### src/rtl/amf0vs_pkg.sv
`timescale 1ns / 1ps
// ----------------------------------------------------------------------------
// amf0vs_pkg
// shared types and constants of the amf0 value skipper
// ----------------------------------------------------------------------------
package amf0vs_pkg;

    localparam int MAX_NEST      = 16;
    localparam int DEPTH_W       = 5;
    localparam int LEN_W         = 32;
    localparam logic [DEPTH_W-1:0] MAX_DEPTH_RESET = 5'd16;

    localparam logic [7:0] MK_NUMBER    = 8'h00;
    localparam logic [7:0] MK_BOOLEAN   = 8'h01;
    localparam logic [7:0] MK_STRING    = 8'h02;
    localparam logic [7:0] MK_OBJECT    = 8'h03;
    localparam logic [7:0] MK_NULL      = 8'h05;
    localparam logic [7:0] MK_UNDEFINED = 8'h06;
    localparam logic [7:0] MK_ECMA      = 8'h08;
    localparam logic [7:0] MK_OBJ_END   = 8'h09;
    localparam logic [7:0] MK_LSTRING   = 8'h0C;

    typedef enum logic [3:0] {
        PH_TYPE = 4'd0,
        PH_SLEN = 4'd1,
        PH_LLEN = 4'd2,
        PH_ECNT = 4'd3,
        PH_PAY  = 4'd4,
        PH_KLEN = 4'd5,
        PH_KEY  = 4'd6,
        PH_END  = 4'd7,
        PH_IDLE = 4'd8
    } phase_t;

    typedef enum logic [2:0] {
        ROLE_TYPE = 3'd0,
        ROLE_LEN  = 3'd1,
        ROLE_PAY  = 3'd2,
        ROLE_KLEN = 3'd3,
        ROLE_KEY  = 3'd4,
        ROLE_END  = 3'd5,
        ROLE_IGN  = 3'd6
    } role_t;

    typedef enum logic [1:0] {
        ERR_NONE  = 2'd0,
        ERR_TYPE  = 2'd1,
        ERR_DEPTH = 2'd2
    } err_t;

    typedef struct packed {
        phase_t             phase;
        logic [LEN_W-1:0]   bytes_left;
        logic [1:0]         length_index;
        logic [DEPTH_W-1:0] depth;
        err_t               err;
    } state_t;

    typedef struct packed {
        role_t              role;
        logic [DEPTH_W-1:0] depth;
        logic               done;
        err_t               err;
    } result_t;

endpackage

### src/rtl/amf0vs_step.sv
`timescale 1ns / 1ps
// ----------------------------------------------------------------------------
// amf0vs_step
// next-state and result logic for one stream byte
// ----------------------------------------------------------------------------
module amf0vs_step (
    input  amf0vs_pkg::state_t                      state_cur,
    input  logic [7:0]                              data_byte,
    input  logic                                    start_value,
    input  logic [amf0vs_pkg::DEPTH_W-1:0]          max_depth,
    output amf0vs_pkg::state_t                      state_next,
    output amf0vs_pkg::result_t                     result
);

    typedef struct packed {
        amf0vs_pkg::state_t st;
        logic               done;
    } work_t;

    logic [amf0vs_pkg::DEPTH_W-1:0] limit;

    always_comb
    begin
        if ({3'd0, max_depth} > 8'(amf0vs_pkg::MAX_NEST))
        begin
            limit = amf0vs_pkg::DEPTH_W'(amf0vs_pkg::MAX_NEST);
        end
        else
        begin
            limit = max_depth;
        end
    end

    function automatic work_t finish_value(input work_t w);
        work_t r;
        r = w;
        if (w.st.depth != '0)
        begin
            r.st.phase        = amf0vs_pkg::PH_KLEN;
            r.st.length_index = 2'd1;
            r.st.bytes_left   = '0;
        end
        else
        begin
            r.st.phase = amf0vs_pkg::PH_IDLE;
            r.done     = 1'b1;
        end
        return r;
    endfunction

    function automatic work_t open_nest(input work_t w, input amf0vs_pkg::phase_t nph,
                                        input logic [1:0] idx,
                                        input logic [amf0vs_pkg::DEPTH_W-1:0] lim);
        work_t r;
        r = w;
        if (w.st.depth >= lim)
        begin
            r.st.err   = amf0vs_pkg::ERR_DEPTH;
            r.st.phase = amf0vs_pkg::PH_IDLE;
        end
        else
        begin
            r.st.depth        = w.st.depth + 1'b1;
            r.st.phase        = nph;
            r.st.length_index = idx;
            r.st.bytes_left   = '0;
        end
        return r;
    endfunction

    function automatic work_t take_type(input work_t w, input logic [7:0] b,
                                        input logic [amf0vs_pkg::DEPTH_W-1:0] lim);
        work_t r;
        r = w;
        unique case (b) inside
            amf0vs_pkg::MK_NUMBER:
            begin
                r.st.phase      = amf0vs_pkg::PH_PAY;
                r.st.bytes_left = 32'd8;
            end
            amf0vs_pkg::MK_BOOLEAN:
            begin
                r.st.phase      = amf0vs_pkg::PH_PAY;
                r.st.bytes_left = 32'd1;
            end
            amf0vs_pkg::MK_STRING:
            begin
                r.st.phase        = amf0vs_pkg::PH_SLEN;
                r.st.length_index = 2'd1;
                r.st.bytes_left   = '0;
            end
            amf0vs_pkg::MK_LSTRING:
            begin
                r.st.phase        = amf0vs_pkg::PH_LLEN;
                r.st.length_index = 2'd3;
                r.st.bytes_left   = '0;
            end
            amf0vs_pkg::MK_OBJECT: r = open_nest(w, amf0vs_pkg::PH_KLEN, 2'd1, lim);
            amf0vs_pkg::MK_ECMA:   r = open_nest(w, amf0vs_pkg::PH_ECNT, 2'd3, lim);
            amf0vs_pkg::MK_NULL, amf0vs_pkg::MK_UNDEFINED: r = finish_value(w);
            default:
            begin
                r.st.err   = amf0vs_pkg::ERR_TYPE;
                r.st.phase = amf0vs_pkg::PH_IDLE;
            end
        endcase
        return r;
    endfunction

    always_comb
    begin
        work_t               w;
        amf0vs_pkg::role_t   role;
        logic [31:0]         shifted;
        logic [31:0]         dec;

        w.st   = state_cur;
        w.done = 1'b0;
        if (start_value)
        begin
            w.st.phase        = amf0vs_pkg::PH_TYPE;
            w.st.bytes_left   = '0;
            w.st.length_index = '0;
            w.st.depth        = '0;
            w.st.err          = amf0vs_pkg::ERR_NONE;
        end

        shifted = {w.st.bytes_left[23:0], data_byte};
        dec     = (w.st.bytes_left != '0) ? (w.st.bytes_left - 32'd1) : w.st.bytes_left;
        role    = amf0vs_pkg::ROLE_IGN;

        unique case (w.st.phase) inside
            amf0vs_pkg::PH_TYPE:
            begin
                role = amf0vs_pkg::ROLE_TYPE;
                w    = take_type(w, data_byte, limit);
            end
            amf0vs_pkg::PH_SLEN, amf0vs_pkg::PH_LLEN, amf0vs_pkg::PH_ECNT:
            begin
                role            = amf0vs_pkg::ROLE_LEN;
                w.st.bytes_left = shifted;
                if (w.st.length_index == 2'd0)
                begin
                    if (w.st.phase == amf0vs_pkg::PH_ECNT)
                    begin
                        w.st.phase        = amf0vs_pkg::PH_KLEN;
                        w.st.length_index = 2'd1;
                        w.st.bytes_left   = '0;
                    end
                    else if (shifted == '0)
                    begin
                        w = finish_value(w);
                    end
                    else
                    begin
                        w.st.phase = amf0vs_pkg::PH_PAY;
                    end
                end
                else
                begin
                    w.st.length_index = w.st.length_index - 2'd1;
                end
            end
            amf0vs_pkg::PH_PAY:
            begin
                role            = amf0vs_pkg::ROLE_PAY;
                w.st.bytes_left = dec;
                if (dec == '0)
                begin
                    w = finish_value(w);
                end
            end
            amf0vs_pkg::PH_KLEN:
            begin
                role            = amf0vs_pkg::ROLE_KLEN;
                w.st.bytes_left = {16'd0, shifted[15:0]};
                if (w.st.length_index == 2'd0)
                begin
                    w.st.phase = (shifted[15:0] == 16'd0) ? amf0vs_pkg::PH_END
                                                          : amf0vs_pkg::PH_KEY;
                end
                else
                begin
                    w.st.length_index = w.st.length_index - 2'd1;
                end
            end
            amf0vs_pkg::PH_KEY:
            begin
                role            = amf0vs_pkg::ROLE_KEY;
                w.st.bytes_left = dec;
                if (dec == '0)
                begin
                    w.st.phase = amf0vs_pkg::PH_TYPE;
                end
            end
            amf0vs_pkg::PH_END:
            begin
                if (data_byte == amf0vs_pkg::MK_OBJ_END)
                begin
                    role = amf0vs_pkg::ROLE_END;
                    if (w.st.depth != '0)
                    begin
                        w.st.depth = w.st.depth - 1'b1;
                    end
                    w = finish_value(w);
                end
                else
                begin
                    role = amf0vs_pkg::ROLE_TYPE;
                    w    = take_type(w, data_byte, limit);
                end
            end
            default:
            begin
                role       = amf0vs_pkg::ROLE_IGN;
                w.st.phase = amf0vs_pkg::PH_IDLE;
            end
        endcase

        state_next   = w.st;
        result.role  = role;
        result.depth = w.st.depth;
        result.done  = w.done;
        result.err   = w.st.err;
    end

endmodule

### src/rtl/amf0vs_out_buf.sv
`timescale 1ns / 1ps
// ----------------------------------------------------------------------------
// amf0vs_out_buf
// result register with skid stage toward the output stream
// ----------------------------------------------------------------------------
module amf0vs_out_buf (
    input  logic                  clk,
    input  logic                  rst_n,
    input  logic                  in_valid,
    output logic                  in_ready,
    input  amf0vs_pkg::result_t   in_data,
    output logic                  out_valid,
    input  logic                  out_ready,
    output amf0vs_pkg::result_t   out_data
);

    logic                 main_valid_reg;
    logic                 main_valid_next;
    amf0vs_pkg::result_t  main_data_reg;
    amf0vs_pkg::result_t  main_data_next;
    logic                 skid_valid_reg;
    logic                 skid_valid_next;
    amf0vs_pkg::result_t  skid_data_reg;
    amf0vs_pkg::result_t  skid_data_next;

    assign in_ready  = !skid_valid_reg;
    assign out_valid = main_valid_reg;
    assign out_data  = main_data_reg;

    always_comb
    begin
        logic main_free;
        main_free       = !main_valid_reg || out_ready;
        main_valid_next = main_valid_reg;
        main_data_next  = main_data_reg;
        skid_valid_next = skid_valid_reg;
        skid_data_next  = skid_data_reg;
        if (main_free)
        begin
            if (skid_valid_reg)
            begin
                main_valid_next = 1'b1;
                main_data_next  = skid_data_reg;
                skid_valid_next = 1'b0;
            end
            else
            begin
                main_valid_next = in_valid;
                main_data_next  = in_data;
            end
        end
        else if (in_valid && in_ready)
        begin
            skid_valid_next = 1'b1;
            skid_data_next  = in_data;
        end
    end

    always_ff @(posedge clk or negedge rst_n)
    begin
        if (!rst_n)
        begin
            main_valid_reg <= 1'b0;
            skid_valid_reg <= 1'b0;
        end
        else
        begin
            main_valid_reg <= main_valid_next;
            skid_valid_reg <= skid_valid_next;
        end
    end

    always_ff @(posedge clk)
    begin
        main_data_reg <= main_data_next;
        skid_data_reg <= skid_data_next;
    end

endmodule

### src/rtl/amf0_value_skipper.sv
`timescale 1ns / 1ps
// ----------------------------------------------------------------------------
// amf0_value_skipper
// byte-serial amf0 value structure tracker
// ----------------------------------------------------------------------------
// One stream byte is taken per clock unless stalled and yields a registered
// result: the byte's role, the nesting depth after it, a flag on the byte
// that ends the top-level value, and a sticky error code. The per-byte
// decode is a single pass of logic from the parse state register to the
// result register; a skid stage takes one more byte while the output is
// stalled. Set start_value (tuser) on the first marker of each new value.
// Write max_depth through the cfg channel only while idle; not enforced.
// ----------------------------------------------------------------------------
module amf0_value_skipper (
    input  logic        clk,
    input  logic        rst_n,
    input  logic        cfg_valid,
    output logic        cfg_ready,
    input  logic [4:0]  cfg_data,       // max_depth
    input  logic        s_tvalid,
    output logic        s_tready,
    input  logic [7:0]  s_tdata,        // data_byte
    input  logic        s_tuser,        // start_value
    output logic        m_tvalid,
    input  logic        m_tready,
    output logic [7:0]  m_tdata,        // nest_depth[4:0], error_code[6:5], zero
    output logic [2:0]  m_tuser,        // byte_role
    output logic        m_tlast         // value_done
);

    amf0vs_pkg::state_t                 state_reg;
    amf0vs_pkg::state_t                 state_next;
    amf0vs_pkg::result_t                step_result;
    amf0vs_pkg::result_t                out_result;
    logic [amf0vs_pkg::DEPTH_W-1:0]     max_depth_reg;
    logic                               in_accept;

    assign cfg_ready = 1'b1;
    assign in_accept = s_tvalid && s_tready;

    amf0vs_step u_step (
        .state_cur   (state_reg),
        .data_byte   (s_tdata),
        .start_value (s_tuser),
        .max_depth   (max_depth_reg),
        .state_next  (state_next),
        .result      (step_result)
    );

    amf0vs_out_buf u_out_buf (
        .clk       (clk),
        .rst_n     (rst_n),
        .in_valid  (s_tvalid),
        .in_ready  (s_tready),
        .in_data   (step_result),
        .out_valid (m_tvalid),
        .out_ready (m_tready),
        .out_data  (out_result)
    );

    always_ff @(posedge clk or negedge rst_n)
    begin
        if (!rst_n)
        begin
            state_reg.phase        <= amf0vs_pkg::PH_TYPE;
            state_reg.bytes_left   <= '0;
            state_reg.length_index <= '0;
            state_reg.depth        <= '0;
            state_reg.err          <= amf0vs_pkg::ERR_NONE;
            max_depth_reg          <= amf0vs_pkg::MAX_DEPTH_RESET;
        end
        else
        begin
            if (in_accept)
            begin
                state_reg <= state_next;
            end
            if (cfg_valid && cfg_ready)
            begin
                max_depth_reg <= cfg_data;
            end
        end
    end

    assign m_tdata = {1'b0, out_result.err, out_result.depth};
    assign m_tuser = out_result.role;
    assign m_tlast = out_result.done;

endmodule
### config.mk
export PLATFORM = sky130hd
export DESIGN_NAME = amf0_value_skipper
export DESIGN_NICKNAME = d
export VERILOG_FILES = /design/src/rtl/amf0vs_pkg.sv /design/src/rtl/amf0vs_step.sv /design/src/rtl/amf0vs_out_buf.sv /design/src/rtl/amf0_value_skipper.sv
export SDC_FILE = /design/constraint.sdc
export NUM_CORES = 1
export LEC_CHECK = 0
export BUFFER_PORTS_ARGS = -buffer_cell sky130_fd_sc_hd__buf_2
export CORE_ASPECT_RATIO = 1.4
export CORE_MARGIN = 1
export CORE_UTILIZATION = 57
export CTS_CLUSTER_SIZE = 28
export DETAILED_ROUTE_END_ITERATION = 10
export GPL_ROUTABILITY_DRIVEN = 0
export HOLD_SLACK_MARGIN = 0.08
export PLACE_DENSITY_LB_ADDON = 0.15
export REMOVE_ABC_BUFFERS = 1
export SYNTH_ARGS = -nofsm -noshare
export SYNTH_HDL_FRONTEND = slang
export SYNTH_SLANG_ARGS = --single-unit
### constraint.sdc
create_clock -name clk -period 3.4 [get_ports clk]
set_input_delay 0.34 -clock clk [delete_from_list [all_inputs] [get_ports clk]]
set_output_delay 0.34 -clock clk [all_outputs]
set_load 0.03 [all_outputs]
Yosys cells after proc, flatten, opt, wreduce, memory -nomap -nowiden
Cells that the tools add are included.

storage, ports and cells
  word-level logic and storage cells = 107
  input port bits = 19
  register bits after elaboration = 74

operators by class
  equality and inequality tests = 15
  add/subtract/negate cells = 4
  $lt $le $gt $ge = 2
  reductions and logical operators = 21
  bitwise gates (word level) = 1
  muxes and demuxes = 48

operator list
  cell                                                number
  case mux 32 bit (6 select lines)                    2
  2-to-1 mux 34 bit                                   4
  2-to-1 mux 46 bit                                   2
  2-to-1 mux 39 bit                                   2
  logical NOT 32 bit                                  2
  case mux 4 bit (6 select lines)                     2
  2-to-1 mux 45 bit                                   1
  2-to-1 mux 42 bit                                   1
  2-to-1 mux 38 bit                                   1
  2-to-1 mux 36 bit                                   1
  2-to-1 mux 32 bit                                   1
  case mux 8 bit (4 select lines)                     1
  nonzero test 32 bit                                 1
  subtractor 32 x 1 -> 32 bit, second input constant  1
  2-to-1 mux 4 bit                                    7
  == test 8 x 4 -> 1 bit, second input constant       3
  2-to-1 mux 5 bit                                    4
  case mux 2 bit (5 select lines)                     2
  case mux 3 bit (6 select lines)                     1
  == test 4 x 3 -> 1 bit, second input constant       4
  == test 8 x 2 -> 1 bit, second input constant       2
  == test 8 x 3 -> 1 bit, second input constant       2
  logical NOT 16 bit                                  1
  2-to-1 mux 8 bit                                    2
  27 further kinds                                    41

Depth between registers and ports, before layout
  word-level depth = 10
  gate-level depth with buffers = 21
  depth with buffers taken out = 13

Modules after synthesis
Synthesis repeated with hierarchy kept, for this count alone.

unflattened totals
  cell total of the unflattened synthesis = 794
  area total of the unflattened synthesis = 6731.5 µm²

modules (own cells, without submodules)
  module              sequential area each (µm²)  cells an instance  area an instance (µm²)  instances
  amf0vs_step         0.0                         643                3751.1                  1
  amf0_value_skipper  1252.5                      109                2079.5                  1
  amf0vs_out_buf      710.7                       42                 900.9                   1

Worst setup path before layout
Ideal clock, no wire load.

  kind = input-to-reg
  from = input port s_tuser
  to = register state_reg[17] (netlist bit)
  arrival = 4.400 ns
  setup slack = -1.139 ns
  library setup time = 0.139 ns
  stages on the path = 20
  path buffers = 8
  cell sequence = clkbuf_1 inv_1 clkbuf_1 clkbuf_1 clkbuf_1 buf_1 nand2_1 ha_1 clkbuf_1 o211ai_1 or3_1 clkbuf_1 and3_1 a311o_1 or4_4 nor3_4 nand3_4 o21ai_2 buf_6 o221ai_2

between the ends
  word-level cells in the longest chain between the ends = 9

RTL lines
  item                                                                                 line                      RTL
  start, declared                                                                      amf0_value_skipper.sv:23  input logic s_tuser,
  2-to-1 mux 45 bit (*)                                                                amf0vs_step.sv:119        if (start_value)
  parallel branches: the longest is 7 deep, another holds subtractor 32 x 1 -> 32 bit  n/a
  case mux 32 bit (6 select lines) (*)                                                 amf0vs_step.sv:132        unique case (w.st.phase) inside
  end signal, assigned                                                                 amf0_value_skipper.sv:76  state_reg <= state_next;
  end, declared                                                                        amf0_value_skipper.sv:31  amf0vs_pkg::state_t state_reg;

Every way passes the cells marked *. The select of a mux whose other input is x is not followed.
A chain may end at the register's enable or synchronous reset.

Worst setup path after layout
  from = register state_reg[24] (netlist bit)
  to = register u_out_buf.main_data_reg (netlist bit u_out_buf.out_data[2]) (data pin)

between the ends
  word-level cells in the longest chain between the ends = 7

RTL lines
  item                                                           line                                    RTL
  2-to-1 mux 45 bit (*)                                          amf0vs_step.sv:119
  subtractor 32 x 1 -> 32 bit (tied with other cells)            amf0vs_step.sv:129                      dec = (w.st.bytes_left != '0) ? (w.st.bytes_left - 32'd1) : w.st.bytes_left;
  2-to-1 mux 32 bit / 2-to-1 mux 42 bit (equally long branches)  amf0vs_step.sv:129, amf0vs_step.sv:150
  logical NOT 32 bit / 2-to-1 mux 8 bit (equally long branches)  amf0vs_step.sv:168, amf0vs_step.sv:144
  2-to-1 mux 46 bit / 2-to-1 mux 8 bit (equally long branches)   amf0vs_step.sv:168, amf0vs_step.sv:142
  case mux 8 bit (4 select lines) (*)                            amf0vs_step.sv:132
  2-to-1 mux 11 bit (*)                                          amf0vs_out_buf.sv:40                    if (skid_valid_reg)
  end signal, assigned                                           amf0vs_out_buf.sv:75                    main_data_reg <= main_data_next;
  end, declared                                                  amf0vs_out_buf.sv:19                    amf0vs_pkg::result_t main_data_reg;

Mark *: on every way between the ends. The rest lies on a longest branch, timed or not.

==> flow_summary.ini <==
[critical_path]
crit_slowest_cell = or4_4
ff2ff_setup_slack_ns = -0.12
critPathKind = reg -> reg
crit_top_cell = buf_4
r2r_start = state_reg[24]
start_kind = flop
crit_fanout = 6
cpPeakStageDelay_ns = 0.54
reg2regPathDepth = 13
cp.arrival_ns = 3.74
r2r-end = u_out_buf.out_data[2]
worstSetupEndpointType = flop
crit_required_ns = 3.62
crit_chain = buf_4, nor4_2, buf_4, a31oi_1, nor4_1, buf_4, o2111ai_1, mux2i_2, or4_4, nor3_4, nand2_2, o32ai_4, o22a_1

[clock_network]
hold_buffers = 0
root_buffer = clkbuf_16
cts_tree = done
clk_pin_slew_ns = 0.07
clock_path_buffers = 2
clock_sinks = 74
h-tree-depth = 3
cts_buffers = 9
clk_latency_ns = 0.36

[finish]
layout-drive-gt1-share = 0.289
nNetsFinal = 934
largest_reg_flops = 45
final.fill_count = 820
final_area_um2 = 7750
ff_latch_area_um2 = 1970
area_growth_pct = 27.9
multi_input_area_um2 = 3880
fin_cells = 1050
antenna_cells = 0

[job]
maxCapViolCount = 0

[die]
start_util = 0.586
die_w_um = 89.2
core_um2 = 10300
row_count = 44
die_h_um = 124
dieArea_um2 = 11100
io_pins = 34

[sta]
fin_ws_ns = -0.118
period_needed_ns = 3.52
tightest_slew_ns = 1.18
fmax_ghz = 0.284
rsz0062_at_grt = true
setup_viol = 19
hold_slack_ns = 0.196
slew_headroom = 0.216
fin_crit_sh = 1.03
finalClockSkew_ns = 0.00830
finalHoldViolations = 0
maxSlewViolCount = 0

[detailed_routing]
drtIter0Drc = 812
vias = 7385
drc_errors = 0
drt_pass1_iterations = 8
post_drt_wl_per_cell_um = 22.5
drt-total-wl_um = 23700
drt-vias-per-instance = 7.03
ant_nets = 0

[logic_synthesis]
synth_seq_cells = 74
yosysMostFrequentCell = nand2_1
yosys_warnings = 0
yosys-top-cells-count = nand2_1, nor2_1, a21oi_1
synth_flop_cell = dfrtp_1
syn_area_um2 = 6060
synth_edf_count = 22
ys_async_sr_fraction = 0.703
ys_seq_area_frac = 0.324
syn-mean-instance-area_um2 = 7.78
syn_inst = 779
yosysTopAreaCell = dfrtp_1
synth_top_area_share = 0.211
synthTopCellsByArea = dfrtp_1, edfxtp_1, nand2_1, nor2_1, a21oi_1
yosysUniqueCellTypes = 80

[run_status]
violations = negative setup slack
outcome = complete, but fails checks

[grt]
antenna_found_initial = 0
grt_pass1_wl_um = 36400
gr-total-overflow = 0
grt_max_degree = 47
track_usage = 0.448
grt_pass1_vias = 7168

[power_and_ir_drop]
vdd_drop_max_mv = 0.292
power_density_nw_per_um2 = 501
p_leak_nw = 3.27

[placed_design]
post_dp_cell_area_um2 = 7220
placed_cells = 1025
dp_slack_ns = -0.116
post-dp-hpwl_um = 16500
portBuffers = 31

[worst_hold_path]
holdCritStartpoint = cfg_data[4]
hold_depth = 3
hp-class = in -> reg
whs_endpoint = max_depth_reg[4]
[timing repair]
item                                   4_1_cts  5_1_grt
endpoints found under the hold margin        0        0
resized for setup                           14       24
setup buffers                                2        7
setup endpoints to repair                   19       22
pin swaps                                   10       14
[layout by cell type (no fill, tap or decap), drive strengths merged, types with 5 or more instances in the layout]
master	synthesis	routed
buf	16	186
nand2	95	95
nor2	85	85
o21ai	61	61
a21oi	60	60
dfrtp	51	51
nor3	30	30
nand3	24	24
inv	20	24
edfxtp	22	22
nor4	22	22
a22oi	17	17
nor2b	16	16
a31oi	11	11
mux2	11	11
o211ai	9	9
clkbuf	53	9
a21o	8	8
a211oi	8	8
a32oi	8	8
ha	8	8
or3	8	8
nand4	7	7
xnor2	7	7
o31ai	6	6
and3	6	6
a221oi	6	6
o32a	5	5
o22ai	5	5
mux2i	5	5
o221ai	5	5
[worst max path at each step]
stage / from / endpoint / slack [ns]
2_1_floorplan: s_tuser / state_reg[17] / -0.89
3_3_place_gp: state_reg[16] / u_out_buf.out_data[2] / -0.08
3_5_place_dp: state_reg[16] / u_out_buf.out_data[2] / -0.12
4_1_cts: state_reg[9] / u_out_buf.out_data[2] / 0.001
5_1_grt: state_reg[11] / u_out_buf.out_data[2] / -0.19
6_report: state_reg[24] / u_out_buf.out_data[2] / -0.12
[through the flow]
stage	setup TNS, ns	power [W]	utilization
global placement	-0.244	0.00265	0.697
CTS	0	0.00373	0.733
finish	-1.57	0.00388	0.749
global route	-3.15	0.00403	0.749
detailed placement	-0.572	0.00269	0.697
floorplan	-19.13	0.00191	-
[routing by layer]
metal,track usage,wire (µm),vias up
met4,0.414,2440,0
met1,0.458,7650,3378
met3,0.164,2550,245
met2,0.701,11000,600
met5,0,0,-
li1,-,-,3162
[critical path: cells and delay by family (launching register included)]
kind / cells / cell delay [ns]
compound gates: 4 / 0.75
mux: 1 / 0.23
flops: 1 / 0.43
simple gates: 5 / 1.43
buf+inv: 3 / 0.52
[cell families (layout without fill, tap and decap cells)]
group	after synthesis	in the layout	synth area share
compound gates	258	258	0.287
buf+inv	89	222	0.0605
xor+xnor	9	9	0.0130
mux	16	16	0.0287
simple gates	322	322	0.267
flops	74	74	0.324
fa+ha+maj	9	9	0.0182
other cells	2	2	0.00124
[cell type report]
cell class / count / share of cell area
multi-input cells: 616 / 0.501
well taps: 138 / 0.0223
clock inverters: 7 / 0.0107
clock buffers: 9 / 0.0291
flip-flops and latches: 74 / 0.254
inverters: 20 / 0.00968
repair buffers: 186 / 0.174
[report_power, final]
part | internal, W | switching (W) | leakage, nW
clock | 0.000582 | 0.000446 | 0.145
combinational | 0.000754 | 0.000985 | 2.24
sequential | 0.00102 | 0.0000984 | 0.884
Power figures use the tool's default switching activity.
